--- src/vcmn_pkg.sv ---
// ----------------------------------------------------------------------------
// vcmn_pkg
// Shared types and constants of the velocity command mux and normalizer.
// ----------------------------------------------------------------------------
package vcmn_pkg;

  localparam int unsigned CMD_W   = 16;
  localparam int unsigned MAG_W   = CMD_W + 1;
  localparam int unsigned GAIN_W  = 24;
  localparam int unsigned PROD_W  = MAG_W + GAIN_W;
  localparam int unsigned AGE_W   = 12;
  localparam int unsigned PER_W   = 8;
  localparam int unsigned FRAC_W  = 16;
  localparam int unsigned CFG_IW  = 2;
  localparam int unsigned CFG_DW  = 24;

  localparam logic [AGE_W-1:0]  AGE_MAX   = '1;
  localparam logic [MAG_W-1:0]  Q14_ONE   = MAG_W'(16384);
  localparam logic [PROD_W-1:0] ROUND_ADD = PROD_W'(32768);

  localparam logic [AGE_W-1:0]  RST_TIMEOUT  = AGE_W'(500);
  localparam logic [PER_W-1:0]  RST_PERIOD   = PER_W'(50);
  localparam logic [GAIN_W-1:0] RST_LIN_GAIN = GAIN_W'(1672370);
  localparam logic [GAIN_W-1:0] RST_ANG_GAIN = GAIN_W'(209046);

  typedef enum logic [1:0] {
    REQ_AUTO   = 2'd0,
    REQ_MANUAL = 2'd1,
    REQ_TICK   = 2'd2
  } req_type_t;

  typedef enum logic [1:0] {
    SRC_NONE   = 2'd0,
    SRC_AUTO   = 2'd1,
    SRC_MANUAL = 2'd2
  } src_t;

  typedef enum logic [CFG_IW-1:0] {
    CFG_NAV_TIMEOUT = 2'd0,
    CFG_PUB_PERIOD  = 2'd1,
    CFG_LIN_GAIN    = 2'd2,
    CFG_ANG_GAIN    = 2'd3
  } cfg_idx_t;

  typedef struct packed {
    logic [AGE_W-1:0]  nav_timeout;
    logic [PER_W-1:0]  pub_period;
    logic [GAIN_W-1:0] lin_gain;
    logic [GAIN_W-1:0] ang_gain;
  } cfg_t;

  // selected command, as sign and magnitude per axis
  typedef struct packed {
    logic             vld;
    src_t             src;
    logic             lin_neg;
    logic [MAG_W-1:0] lin_mag;
    logic             ang_neg;
    logic [MAG_W-1:0] ang_mag;
  } sel_t;

endpackage

--- src/vcmn_select.sv ---
// ----------------------------------------------------------------------------
// vcmn_select
// Command store, age watchdog, publish divider and source selection.
// ----------------------------------------------------------------------------
module vcmn_select (
  input  logic                         clk,
  input  logic                         rst_n,
  input  logic                         en,
  input  logic                         acc,
  input  logic [1:0]                   req_type,
  input  logic [vcmn_pkg::CMD_W-1:0]   cmd_linear,
  input  logic [vcmn_pkg::CMD_W-1:0]   cmd_angular,
  input  vcmn_pkg::cfg_t               cfg,
  output vcmn_pkg::sel_t               sel
);
  import vcmn_pkg::*;

  logic [CMD_W-1:0] auto_lin_r, auto_lin_nxt;
  logic [CMD_W-1:0] auto_ang_r, auto_ang_nxt;
  logic             auto_pres_r, auto_pres_nxt;
  logic [AGE_W-1:0] auto_age_r, auto_age_nxt;
  logic [CMD_W-1:0] man_lin_r, man_lin_nxt;
  logic [CMD_W-1:0] man_ang_r, man_ang_nxt;
  logic             man_pres_r, man_pres_nxt;
  logic [PER_W-1:0] per_cnt_r, per_cnt_nxt;
  sel_t             sel_r, sel_nxt;

  logic [AGE_W-1:0] age_inc;
  logic [PER_W-1:0] cnt_inc;
  logic             publish;
  logic             fresh;
  logic [CMD_W-1:0] pick_lin, pick_ang;

  function automatic logic [MAG_W-1:0] abs_mag(input logic [CMD_W-1:0] v);
    logic [MAG_W-1:0] ext;
    ext = {v[CMD_W-1], v};
    return v[CMD_W-1] ? (~ext + MAG_W'(1)) : ext;
  endfunction

  always_comb begin
    age_inc  = (auto_age_r == AGE_MAX) ? auto_age_r : auto_age_r + AGE_W'(1);
    cnt_inc  = per_cnt_r + PER_W'(1);
    // zero period behaves like one
    publish  = (cnt_inc == '0) || (cnt_inc >= cfg.pub_period);
    fresh    = auto_pres_r && (age_inc < cfg.nav_timeout);

    auto_lin_nxt  = auto_lin_r;
    auto_ang_nxt  = auto_ang_r;
    auto_pres_nxt = auto_pres_r;
    auto_age_nxt  = auto_age_r;
    man_lin_nxt   = man_lin_r;
    man_ang_nxt   = man_ang_r;
    man_pres_nxt  = man_pres_r;
    per_cnt_nxt   = per_cnt_r;
    pick_lin      = '0;
    pick_ang      = '0;
    sel_nxt       = '0;
    sel_nxt.src   = SRC_NONE;

    if (acc) begin
      unique case (req_type)
        REQ_AUTO: begin
          auto_lin_nxt  = cmd_linear;
          auto_ang_nxt  = cmd_angular;
          auto_pres_nxt = 1'b1;
          auto_age_nxt  = '0;
        end
        REQ_MANUAL: begin
          man_lin_nxt  = cmd_linear;
          man_ang_nxt  = cmd_angular;
          man_pres_nxt = 1'b1;
        end
        REQ_TICK: begin
          auto_age_nxt = age_inc;
          per_cnt_nxt  = publish ? '0 : cnt_inc;
          if (publish) begin
            sel_nxt.vld = 1'b1;
            if (fresh) begin
              pick_lin    = auto_lin_r;
              pick_ang    = auto_ang_r;
              sel_nxt.src = SRC_AUTO;
              man_lin_nxt = '0;
              man_ang_nxt = '0;
            end else if (man_pres_r) begin
              pick_lin    = man_lin_r;
              pick_ang    = man_ang_r;
              sel_nxt.src = SRC_MANUAL;
            end
          end
        end
        default: ;
      endcase
    end

    sel_nxt.lin_neg = pick_lin[CMD_W-1];
    sel_nxt.lin_mag = abs_mag(pick_lin);
    sel_nxt.ang_neg = pick_ang[CMD_W-1];
    sel_nxt.ang_mag = abs_mag(pick_ang);
  end

  always_ff @(posedge clk) begin
    if (!rst_n) begin
      auto_lin_r  <= '0;
      auto_ang_r  <= '0;
      auto_pres_r <= 1'b0;
      auto_age_r  <= '0;
      man_lin_r   <= '0;
      man_ang_r   <= '0;
      man_pres_r  <= 1'b0;
      per_cnt_r   <= '0;
      sel_r       <= '0;
    end else if (en) begin
      auto_lin_r  <= auto_lin_nxt;
      auto_ang_r  <= auto_ang_nxt;
      auto_pres_r <= auto_pres_nxt;
      auto_age_r  <= auto_age_nxt;
      man_lin_r   <= man_lin_nxt;
      man_ang_r   <= man_ang_nxt;
      man_pres_r  <= man_pres_nxt;
      per_cnt_r   <= per_cnt_nxt;
      sel_r       <= sel_nxt;
    end
  end

  assign sel = sel_r;

endmodule

--- src/vcmn_scale.sv ---
// ----------------------------------------------------------------------------
// vcmn_scale
// One axis: multiply by Q16 gain, round half away, clamp to +/-1.0 in Q1.14.
// ----------------------------------------------------------------------------
module vcmn_scale (
  input  logic                          clk,
  input  logic                          en,
  input  logic                          neg,
  input  logic [vcmn_pkg::MAG_W-1:0]    mag,
  input  logic [vcmn_pkg::GAIN_W-1:0]   gain,
  output logic [vcmn_pkg::CMD_W-1:0]    res
);
  import vcmn_pkg::*;

  localparam int unsigned Q_W = PROD_W - FRAC_W;

  logic [PROD_W-1:0] prod_r;
  logic              neg_r;
  logic [CMD_W-1:0]  res_r, res_nxt;

  logic [PROD_W-1:0] rnd;
  logic [Q_W-1:0]    q;
  logic [CMD_W-1:0]  qc;

  always_comb begin
    rnd = prod_r + ROUND_ADD;
    q   = rnd[PROD_W-1:FRAC_W];
    qc  = (q > Q_W'(Q14_ONE)) ? CMD_W'(Q14_ONE) : q[CMD_W-1:0];
    res_nxt = neg_r ? (~qc + CMD_W'(1)) : qc;
  end

  always_ff @(posedge clk) begin
    if (en) begin
      prod_r <= PROD_W'(mag) * PROD_W'(gain);
      neg_r  <= neg;
      res_r  <= res_nxt;
    end
  end

  assign res = res_r;

endmodule

--- src/velocity_command_mux_normalizer.sv ---
// ----------------------------------------------------------------------------
// velocity_command_mux_normalizer
// Two-source velocity command selector with staleness watchdog and normalizer.
// ----------------------------------------------------------------------------
// Takes one request per clock while in_tready is high. Autonomous and manual
// commands only update the stored state; a millisecond tick ages the
// autonomous command and steps the publish divider, and on the publish tick
// one result is presented at the output through three registers
// (select register, gain multiplier register, round/clamp output register).
// The whole pipeline moves together:
// when a result sits unconsumed at the output, in_tready drops in the same
// cycle, so throughput is one request per cycle whenever the sink keeps up.
// Configuration is a plain write port; writes are registered before use.
// ----------------------------------------------------------------------------
module velocity_command_mux_normalizer (
  input  logic                        clk,
  input  logic                        rst_n,
  // request channel
  input  logic                        in_tvalid,
  output logic                        in_tready,
  input  logic [31:0]                 in_tdata,   // [15:0] cmd_linear, [31:16] cmd_angular
  input  logic [1:0]                  in_tuser,   // [1:0] req_type
  // result channel
  output logic                        out_tvalid,
  input  logic                        out_tready,
  output logic [31:0]                 out_tdata,  // [15:0] out_linear, [31:16] out_angular
  output logic [1:0]                  out_tuser,  // [1:0] out_source
  // configuration writes
  input  logic                        cfg_we,
  input  logic [vcmn_pkg::CFG_IW-1:0] cfg_index,
  input  logic [vcmn_pkg::CFG_DW-1:0] cfg_wdata
);
  import vcmn_pkg::*;

  cfg_t             cfg_r, cfg_nxt;
  sel_t             sel;
  logic             adv;
  logic             acc;
  logic             v2_r;
  src_t             src2_r;
  logic             vo_r;
  src_t             srco_r;
  logic [CMD_W-1:0] lin_res, ang_res;

  // whole pipeline advances unless a result waits at the output
  assign adv       = !vo_r || out_tready;
  assign in_tready = adv;
  assign acc       = in_tvalid && adv;

  // configuration register file
  always_comb begin
    cfg_nxt = cfg_r;
    if (cfg_we) begin
      unique case (cfg_index)
        CFG_NAV_TIMEOUT: cfg_nxt.nav_timeout = cfg_wdata[AGE_W-1:0];
        CFG_PUB_PERIOD:  cfg_nxt.pub_period  = cfg_wdata[PER_W-1:0];
        CFG_LIN_GAIN:    cfg_nxt.lin_gain    = cfg_wdata[GAIN_W-1:0];
        CFG_ANG_GAIN:    cfg_nxt.ang_gain    = cfg_wdata[GAIN_W-1:0];
        default: ;
      endcase
    end
  end

  always_ff @(posedge clk) begin
    if (!rst_n) begin
      cfg_r.nav_timeout <= RST_TIMEOUT;
      cfg_r.pub_period  <= RST_PERIOD;
      cfg_r.lin_gain    <= RST_LIN_GAIN;
      cfg_r.ang_gain    <= RST_ANG_GAIN;
    end else begin
      cfg_r <= cfg_nxt;
    end
  end

  // stage 1: state update and source selection
  vcmn_select u_select (
    .clk         (clk),
    .rst_n       (rst_n),
    .en          (adv),
    .acc         (acc),
    .req_type    (in_tuser),
    .cmd_linear  (in_tdata[15:0]),
    .cmd_angular (in_tdata[31:16]),
    .cfg         (cfg_r),
    .sel         (sel)
  );

  // stages 2 and 3: per axis multiply, then round and clamp
  vcmn_scale u_scale_lin (
    .clk  (clk),
    .en   (adv),
    .neg  (sel.lin_neg),
    .mag  (sel.lin_mag),
    .gain (cfg_r.lin_gain),
    .res  (lin_res)
  );

  vcmn_scale u_scale_ang (
    .clk  (clk),
    .en   (adv),
    .neg  (sel.ang_neg),
    .mag  (sel.ang_mag),
    .gain (cfg_r.ang_gain),
    .res  (ang_res)
  );

  // valid and source follow the scaler stages
  always_ff @(posedge clk) begin
    if (!rst_n) begin
      v2_r <= 1'b0;
      vo_r <= 1'b0;
    end else if (adv) begin
      v2_r <= sel.vld;
      vo_r <= v2_r;
    end
  end

  always_ff @(posedge clk) begin
    if (adv) begin
      src2_r <= sel.src;
      srco_r <= src2_r;
    end
  end

  assign out_tvalid = vo_r;
  assign out_tdata  = {ang_res, lin_res};
  assign out_tuser  = srco_r;

`ifndef SYNTHESIS
  // no source selected means both axes are zero
  a_none_is_zero: assert property (@(posedge clk) disable iff (!rst_n)
    out_tvalid && (out_tuser == SRC_NONE) |-> (out_tdata == 32'd0))
    else $error("source none with nonzero axes");

  // clamp keeps both axes within plus or minus one
  a_clamp: assert property (@(posedge clk) disable iff (!rst_n)
    out_tvalid |-> ($signed(out_tdata[15:0]) <= 16'sd16384) &&
                   ($signed(out_tdata[15:0]) >= -16'sd16384) &&
                   ($signed(out_tdata[31:16]) <= 16'sd16384) &&
                   ($signed(out_tdata[31:16]) >= -16'sd16384))
    else $error("normalized axis out of range");

  // command requests never start a result
  a_cmd_no_result: assert property (@(posedge clk) disable iff (!rst_n)
    in_tvalid && in_tready && (in_tuser != REQ_TICK) |=> !sel.vld)
    else $error("result from a non-tick request");

  // a selected result reaches the output two stages later when unstalled
  a_latency: assert property (@(posedge clk) disable iff (!rst_n)
    sel.vld && adv ##1 adv |=> out_tvalid)
    else $error("selected result lost in pipeline");
`endif

endmodule
--- config.mk ---
export PLATFORM = sky130hd
export DESIGN_NAME = velocity_command_mux_normalizer
export DESIGN_NICKNAME = d
export VERILOG_FILES = /design/src/vcmn_pkg.sv /design/src/vcmn_select.sv /design/src/vcmn_scale.sv /design/src/velocity_command_mux_normalizer.sv
export SDC_FILE = /design/constraint.sdc
export NUM_CORES = 2
export LEC_CHECK = 0
export BUFFER_PORTS_ARGS = -buffer_cell sky130_fd_sc_hd__buf_2
export CORE_ASPECT_RATIO = 2
export CORE_MARGIN = 4
export CORE_UTILIZATION = 50
export CTS_BUF_LIST = sky130_fd_sc_hd__clkbuf_4 sky130_fd_sc_hd__clkbuf_8 sky130_fd_sc_hd__clkbuf_16
export CTS_CLUSTER_DIAMETER = 80
export CTS_CLUSTER_SIZE = 16
export DETAILED_ROUTE_END_ITERATION = 7
export PLACE_DENSITY = 0.66
export SETUP_SLACK_MARGIN = 0.02
export SYNTH_ARGS = -nofsm -noshare
export SYNTH_HDL_FRONTEND = slang
export SYNTH_SLANG_ARGS = --single-unit
--- constraint.sdc ---
create_clock -name clk -period 8.5 [get_ports clk]
set_input_delay 0 -clock clk [delete_from_list [all_inputs] [get_ports clk]]
set_output_delay 0 -clock clk [all_outputs]
set_load 0.02 [all_outputs]
After elaboration in Yosys (flattened, before gate mapping)
Cells that the tools add are included.
Widths: inputs -> output; s select.
{"block": "word_totals", "regBits": 315, "input_bits": 65, "output_inout_bits": 36, "word_cells": 101}
{"block": "classes", "n_addsub": 8, "mul": 2, "order_cmp": 4, "eq_ne": 8, "n_mux": 28, "bitwise": 4, "reduce_logical": 19}
{"cell": "$mux 16", "n": 16}
{"cell": "$add 41x16->41 const B", "n": 2}
{"cell": "$mul 17x24->41", "n": 2}
{"cell": "$pmux 16 s2", "n": 2}
{"cell": "$gt 25x15->1 const B", "n": 2}
{"cell": "$add 17x1->17 const B", "n": 2}
{"cell": "$mux 17", "n": 2}
{"cell": "$not 17->17", "n": 2}
{"cell": "$add 16x1->16 const B", "n": 2}
{"cell": "$not 16->16", "n": 2}
{"cell": "$pmux 12 s2", "n": 1}
{"cell": "$add 12x1->12 const B", "n": 1}
{"cell": "$eq 12x12->1 const B", "n": 1}
{"cell": "$lt 12x12->1", "n": 1}
{"cell": "$mux 12", "n": 1}
{"cell": "$reduce_and 3->1", "n": 4}
{"cell": "$mux 3", "n": 3}
{"cell": "$add 8x1->8 const B", "n": 1}
{"cell": "$ge 8x8->1", "n": 1}
{"cell": "$logic_not 8->1", "n": 1}
{"cell": "$mux 8", "n": 1}
{"cell": "$reduce_and 2->1", "n": 4}
{"cell": "$eq 2x2->1 const B", "n": 3}
{"cell": "$reduce_and 5->1", "n": 1}
{"cell": "other kinds (8)", "n": 15}

Logic depth before layout (Yosys ltp)
{"block": "depth", "word_depth": 11, "mapped_depth": 25, "depth_no_buf": 23}

Modules after synthesis
Synthesis repeated with hierarchy kept, for this count alone.
{"block": "hier_totals", "cells_unflattened": 4498, "area_unflattened_um2": 39474.1}
{"mod": "vcmn_scale at u_scale_lin", "n_inst": 1, "cells_each": 1687, "area_each_um2": 15208.3}
{"mod": "vcmn_scale at u_scale_ang", "n_inst": 1, "cells_each": 1661, "area_each_um2": 14975.6}
{"mod": "vcmn_select", "n_inst": 1, "cells_each": 860, "area_each_um2": 6697.7}
{"mod": "velocity_command_mux_normalizer", "n_inst": 1, "cells_each": 290, "area_each_um2": 2592.5}

Worst setup path before layout
OpenSTA, ideal clock, no wires.
{"block": "synth_timing", "path_kind": "reg2reg", "startpoint": "register cfg_r[35] in the netlist's numbering", "endpoint": "register u_scale_lin.prod_r[38], data pin", "setup_time_ns": 0.258, "t_arrival_ns": 6.029, "t_required_ns": 8.242, "path_slack_ns": 2.213, "stages_incl_launch_ff": 25, "period_less_slack_ns": 6.287, "cell_sequence": "dfxtp_1 clkbuf_1 clkbuf_1 nand2_1 fa_1 inv_1 fa_1 inv_1 fa_1 inv_1 fa_1 fa_1 inv_1 fa_1 inv_1 ha_1 nand3_1 o31ai_1 nor2_1 o311ai_0 a31oi_1 o31a_1 o211ai_1 a21oi_1 xnor2_1"}
{"block": "synth_between", "elab_chain_len": 1}
{"element": "start, declared", "line_no": "velocity_command_mux_normalizer.sv:35", "text": "cfg_t cfg_r, cfg_nxt;"}
{"element": "start signal, assigned", "line_no": "velocity_command_mux_normalizer.sv:71", "text": "cfg_r <= cfg_nxt;"}
{"element": "$mul 17x24->41", "line_no": "vcmn_scale.sv:34", "text": "prod_r <= PROD_W'(mag) * PROD_W'(gain);"}
{"element": "end signal, assigned", "line_no": "vcmn_scale.sv:34"}
{"element": "end, declared", "line_no": "vcmn_scale.sv:17", "text": "logic [PROD_W-1:0] prod_r;"}
Every way passes these cells.
A chain may end at the register's enable or synchronous reset.

Worst setup path after layout
{"block": "layout_timing", "startpoint": "register u_select.sel_r (netlist bit u_select.sel[20])", "endpoint": "register u_scale_lin.prod_r[34], data pin"}
{"block": "layout_between", "elab_chain_len": 1}
{"element": "start, declared", "line_no": "vcmn_select.sv:26", "text": "sel_t sel_r, sel_nxt;"}
{"element": "start signal, assigned", "line_no": "vcmn_select.sv:121", "text": "sel_r <= sel_nxt;"}
{"element": "$mul 17x24->41", "line_no": "vcmn_scale.sv:34"}
Every way passes these cells.

==> results.cfg <==
[clock_network]
clockRootBuffer = clkbuf_16
htree_levels = 1
clkSinkCount = 285
clk_latency_ps = 580
cts_resized = 0
cts_made_buffers = 23
clk_pin_slew_worst_paths_ps = 80
post_cts.repair.setup_buffers = 0
cts_max_path_buffers = 3
cts_tree = yes

[logic_synthesis]
synth_top_family_by_area = adder cells
yosys.area.top_type = fa_1
synth-adder-area-share = 0.409
synthSimpleGateAreaFrac = 0.198
synth_compound_area_frac = 0.0885
synth_area_um2 = 39900
yosys_warnings = 0
async_reset_ff_frac = 0
synth_top_flop_cell = dfxtp_1
synth_xor_area_frac = 0.0296
ys_types = 97
synth.most_common_cell = nand2_1
muxShareOfSynthArea = 0.00570
synth_edf_count = 90
synthTopCellsByCount = nand2_1, inv_1, fa_1
syn_nets = 5566
synth_top_area_frac = 0.328
syn-instance-count = 4590
ys_seq_area_frac = 0.166
avgSynthCellArea_um2 = 8.70
ys_ff_latch = 285
synth.area.top_cells = fa_1, dfxtp_1, nand2_1, ha_1, inv_1

[die]
start_util = 0.503
pin_count = 101
rows = 146
die_height_um = 408
die_w_um = 208
coreArea_um2 = 79300
design.die.area_um2 = 84700

[grt]
grt_max_degree = 88
antenna_found_initial = 1
first_global_vias = 34176
track_usage = 0.268
overflow = 0
grt_pass1_wl_mm = 180

[flow_run]
max_cap_viol_count = 0

[sta]
worst-slew-pin-transition_ps = 1240
setup_slack_ps = 1140
setup-violations-final = 0
post-route-period-util = 0.866
fmax_mhz = 136
finClkSkew_ps = 16.3
holdWs_ps = 63.3
fin_crit_ps = 7360
tns_ps = 0
max_slew_margin = 0.172
rsz0062_at_grt = no
drv_slew = 0
hold_viol = 0

[final_layout]
area_growth_pct = 7.00
fill_cells = 7472
fin_nets = 5585
multi_input_area_um2 = 29200
postLayoutCellArea_um2 = 42700
drive_gt1_frac = 0.0580
seq_area_um2 = 6610

[power]
p_per_area_nw_per_um2 = 65.8
p_seq_frac = 0.525
switchingPower_w = 0.000747
total_power_w = 0.00281
max-vdd-ir-drop_v = 0.000122
switching_share = 0.266
pwr-share-clk = 0.402
combPwrFrac = 0.073
p_int_w = 0.00206
leakagePower_nw = 20.6

[worst_hold_path]
hold_class = in2reg
hold_start = cfg_we

[routing]
routed_wl_mm = 113
drt_iter0_drc = 1477
vias = 31307
antenna_left = 0
wire_per_inst_um = 19.9
drc_errors = 0
firstDrtPassIters = 7
viasPerCell = 5.53

[setup_path]
cp.required_ps = 8830
critPathLaunch = u_select.sel[20]
cp-end-kind = register
worst-setup-path-type = reg2reg
timing.rr.start = u_select.sel[20]
crit_path_start_kind = register
path_max_fanout = 25
cp.arrival_ps = 7690

[placement]
io_buffers = 100
place_ws_ps = 1180
hpwlAfterDp_mm = 90.0
place_area_um2 = 41300
place.gp.congestion = 0.930

[run_status]
outcome = complete, no violations
## logic make-up after synthesis
logic type	Yosys count
and+or+nand+nor	1636
buffers and inverters	1090
adders and majority gates	911
AOI/OAI and AO/OA	512
DFF	285
xor gates and xnor gates	135
muxes	21
## final timing paths
| path | slack [ps] | endpoint | depth (start not counted) |
|---|---|---|---|
| worst min register to register | 430 | out_tuser[0] | 0 |
| worst min-delay path | 60 | cfg_r[56] | 4 |
| worst max register to register | 1140 | u_scale_lin.prod_r[34] | 21 |
| worst max-delay path | 1140 | u_scale_lin.prod_r[34] | 21 |
## cell type report
cell class / count / area share
tap: 1036 / 0.0303
clock inverter: 7 / 0.00211
multi-input combinational: 3215 / 0.683
clock buffer: 30 / 0.0149
inverter: 843 / 0.0741
antenna: 1 / 0.0000586
sequential: 285 / 0.155
timing repair buffer: 241 / 0.0408
## stage by stage
stage,utilization,cells
final,0.539,5658
after global routing,0.539,5658
after CTS,0.539,5657
after detailed placement,0.520,5547
after global placement,0.520,5547
after floorplan,-,4590
## what timing repair did
item | in CTS | in global routing
hold buffers | 73 | 0
endpoints found under the hold margin | 140 | 0
endpoints found under the setup margin | 0 | 0
## layer usage
| metal | vias up | global-route usage | routed length [µm] | part of all wire |
|---|---|---|---|---|
| li1 | 14207 | - | - | - |
| met1 | 15760 | 0.261 | 36500 | 0.32 |
| met2 | 903 | 0.524 | 62000 | 0.55 |
| met3 | 437 | 0.0222 | 4300 | 0.038 |
| met4 | 0 | 0.182 | 9700 | 0.086 |
| met5 | - | 0 | 0 | 0 |
## sequential cells by signal, indices dropped and copies added (netlist names), 12 cells and up
signal               count
u_select.sel            39
u_select.auto_age_r     12
u_scale_lin.res         16
u_select.man_lin_r      16
u_scale_lin.prod_r      26
u_scale_ang.prod_r      26
cfg_r                   68
u_select.man_ang_r      16
u_scale_ang.res         16
u_select.auto_lin_r     16
u_select.auto_ang_r     16
## worst max-delay path: stages (launching register included)
cell	delay, ps
dfxtp_1	1020
nand2_1	220
fa_1	570
fa_1	580
fa_1	450
fa_1	550
inv_1	50
fa_1	470
inv_1	50
fa_1	470
inv_1	40
ha_1	300
a21oi_1	150
nand2_1	130
a41oi_1	580
o311ai_0	290
a31oi_1	230
buf_4	170
o31a_1	290
o21bai_1	140
a211oi_1	290
nor2_1	80
## power by group through the flow
stage / logic, W / clock network, W / registers (W)
after floorplan: 0.000121 / 0 / 0.00146
after global placement: 0.000176 / 0 / 0.00150
after detailed placement: 0.000178 / 0 / 0.00150
after CTS: 0.000204 / 0.00117 / 0.00147
after global routing: 0.000224 / 0.00121 / 0.00148
final: 0.000206 / 0.00113 / 0.00147
## cells in the final DEF (no fill, tap or decap), drive strengths merged, types with 22 or more instances in the layout
master and count:
ha 257, o211ai 24, nand3 99, dlygate4sd3 73, a21boi 110, a31oi 22, inv 845, clkbuf 30
nor3 30, and2 329, edfxtp 90, dfxtp 195, and3 36, nand2 870, a21oi 96, a21o 30
xnor2 80, nor2 101, nand4 24, fa 654, nor2b 28, o21ai 85, buf 168, nand3b 44
xor2 55, a22oi 23
Power figures use the tool's default switching activity.
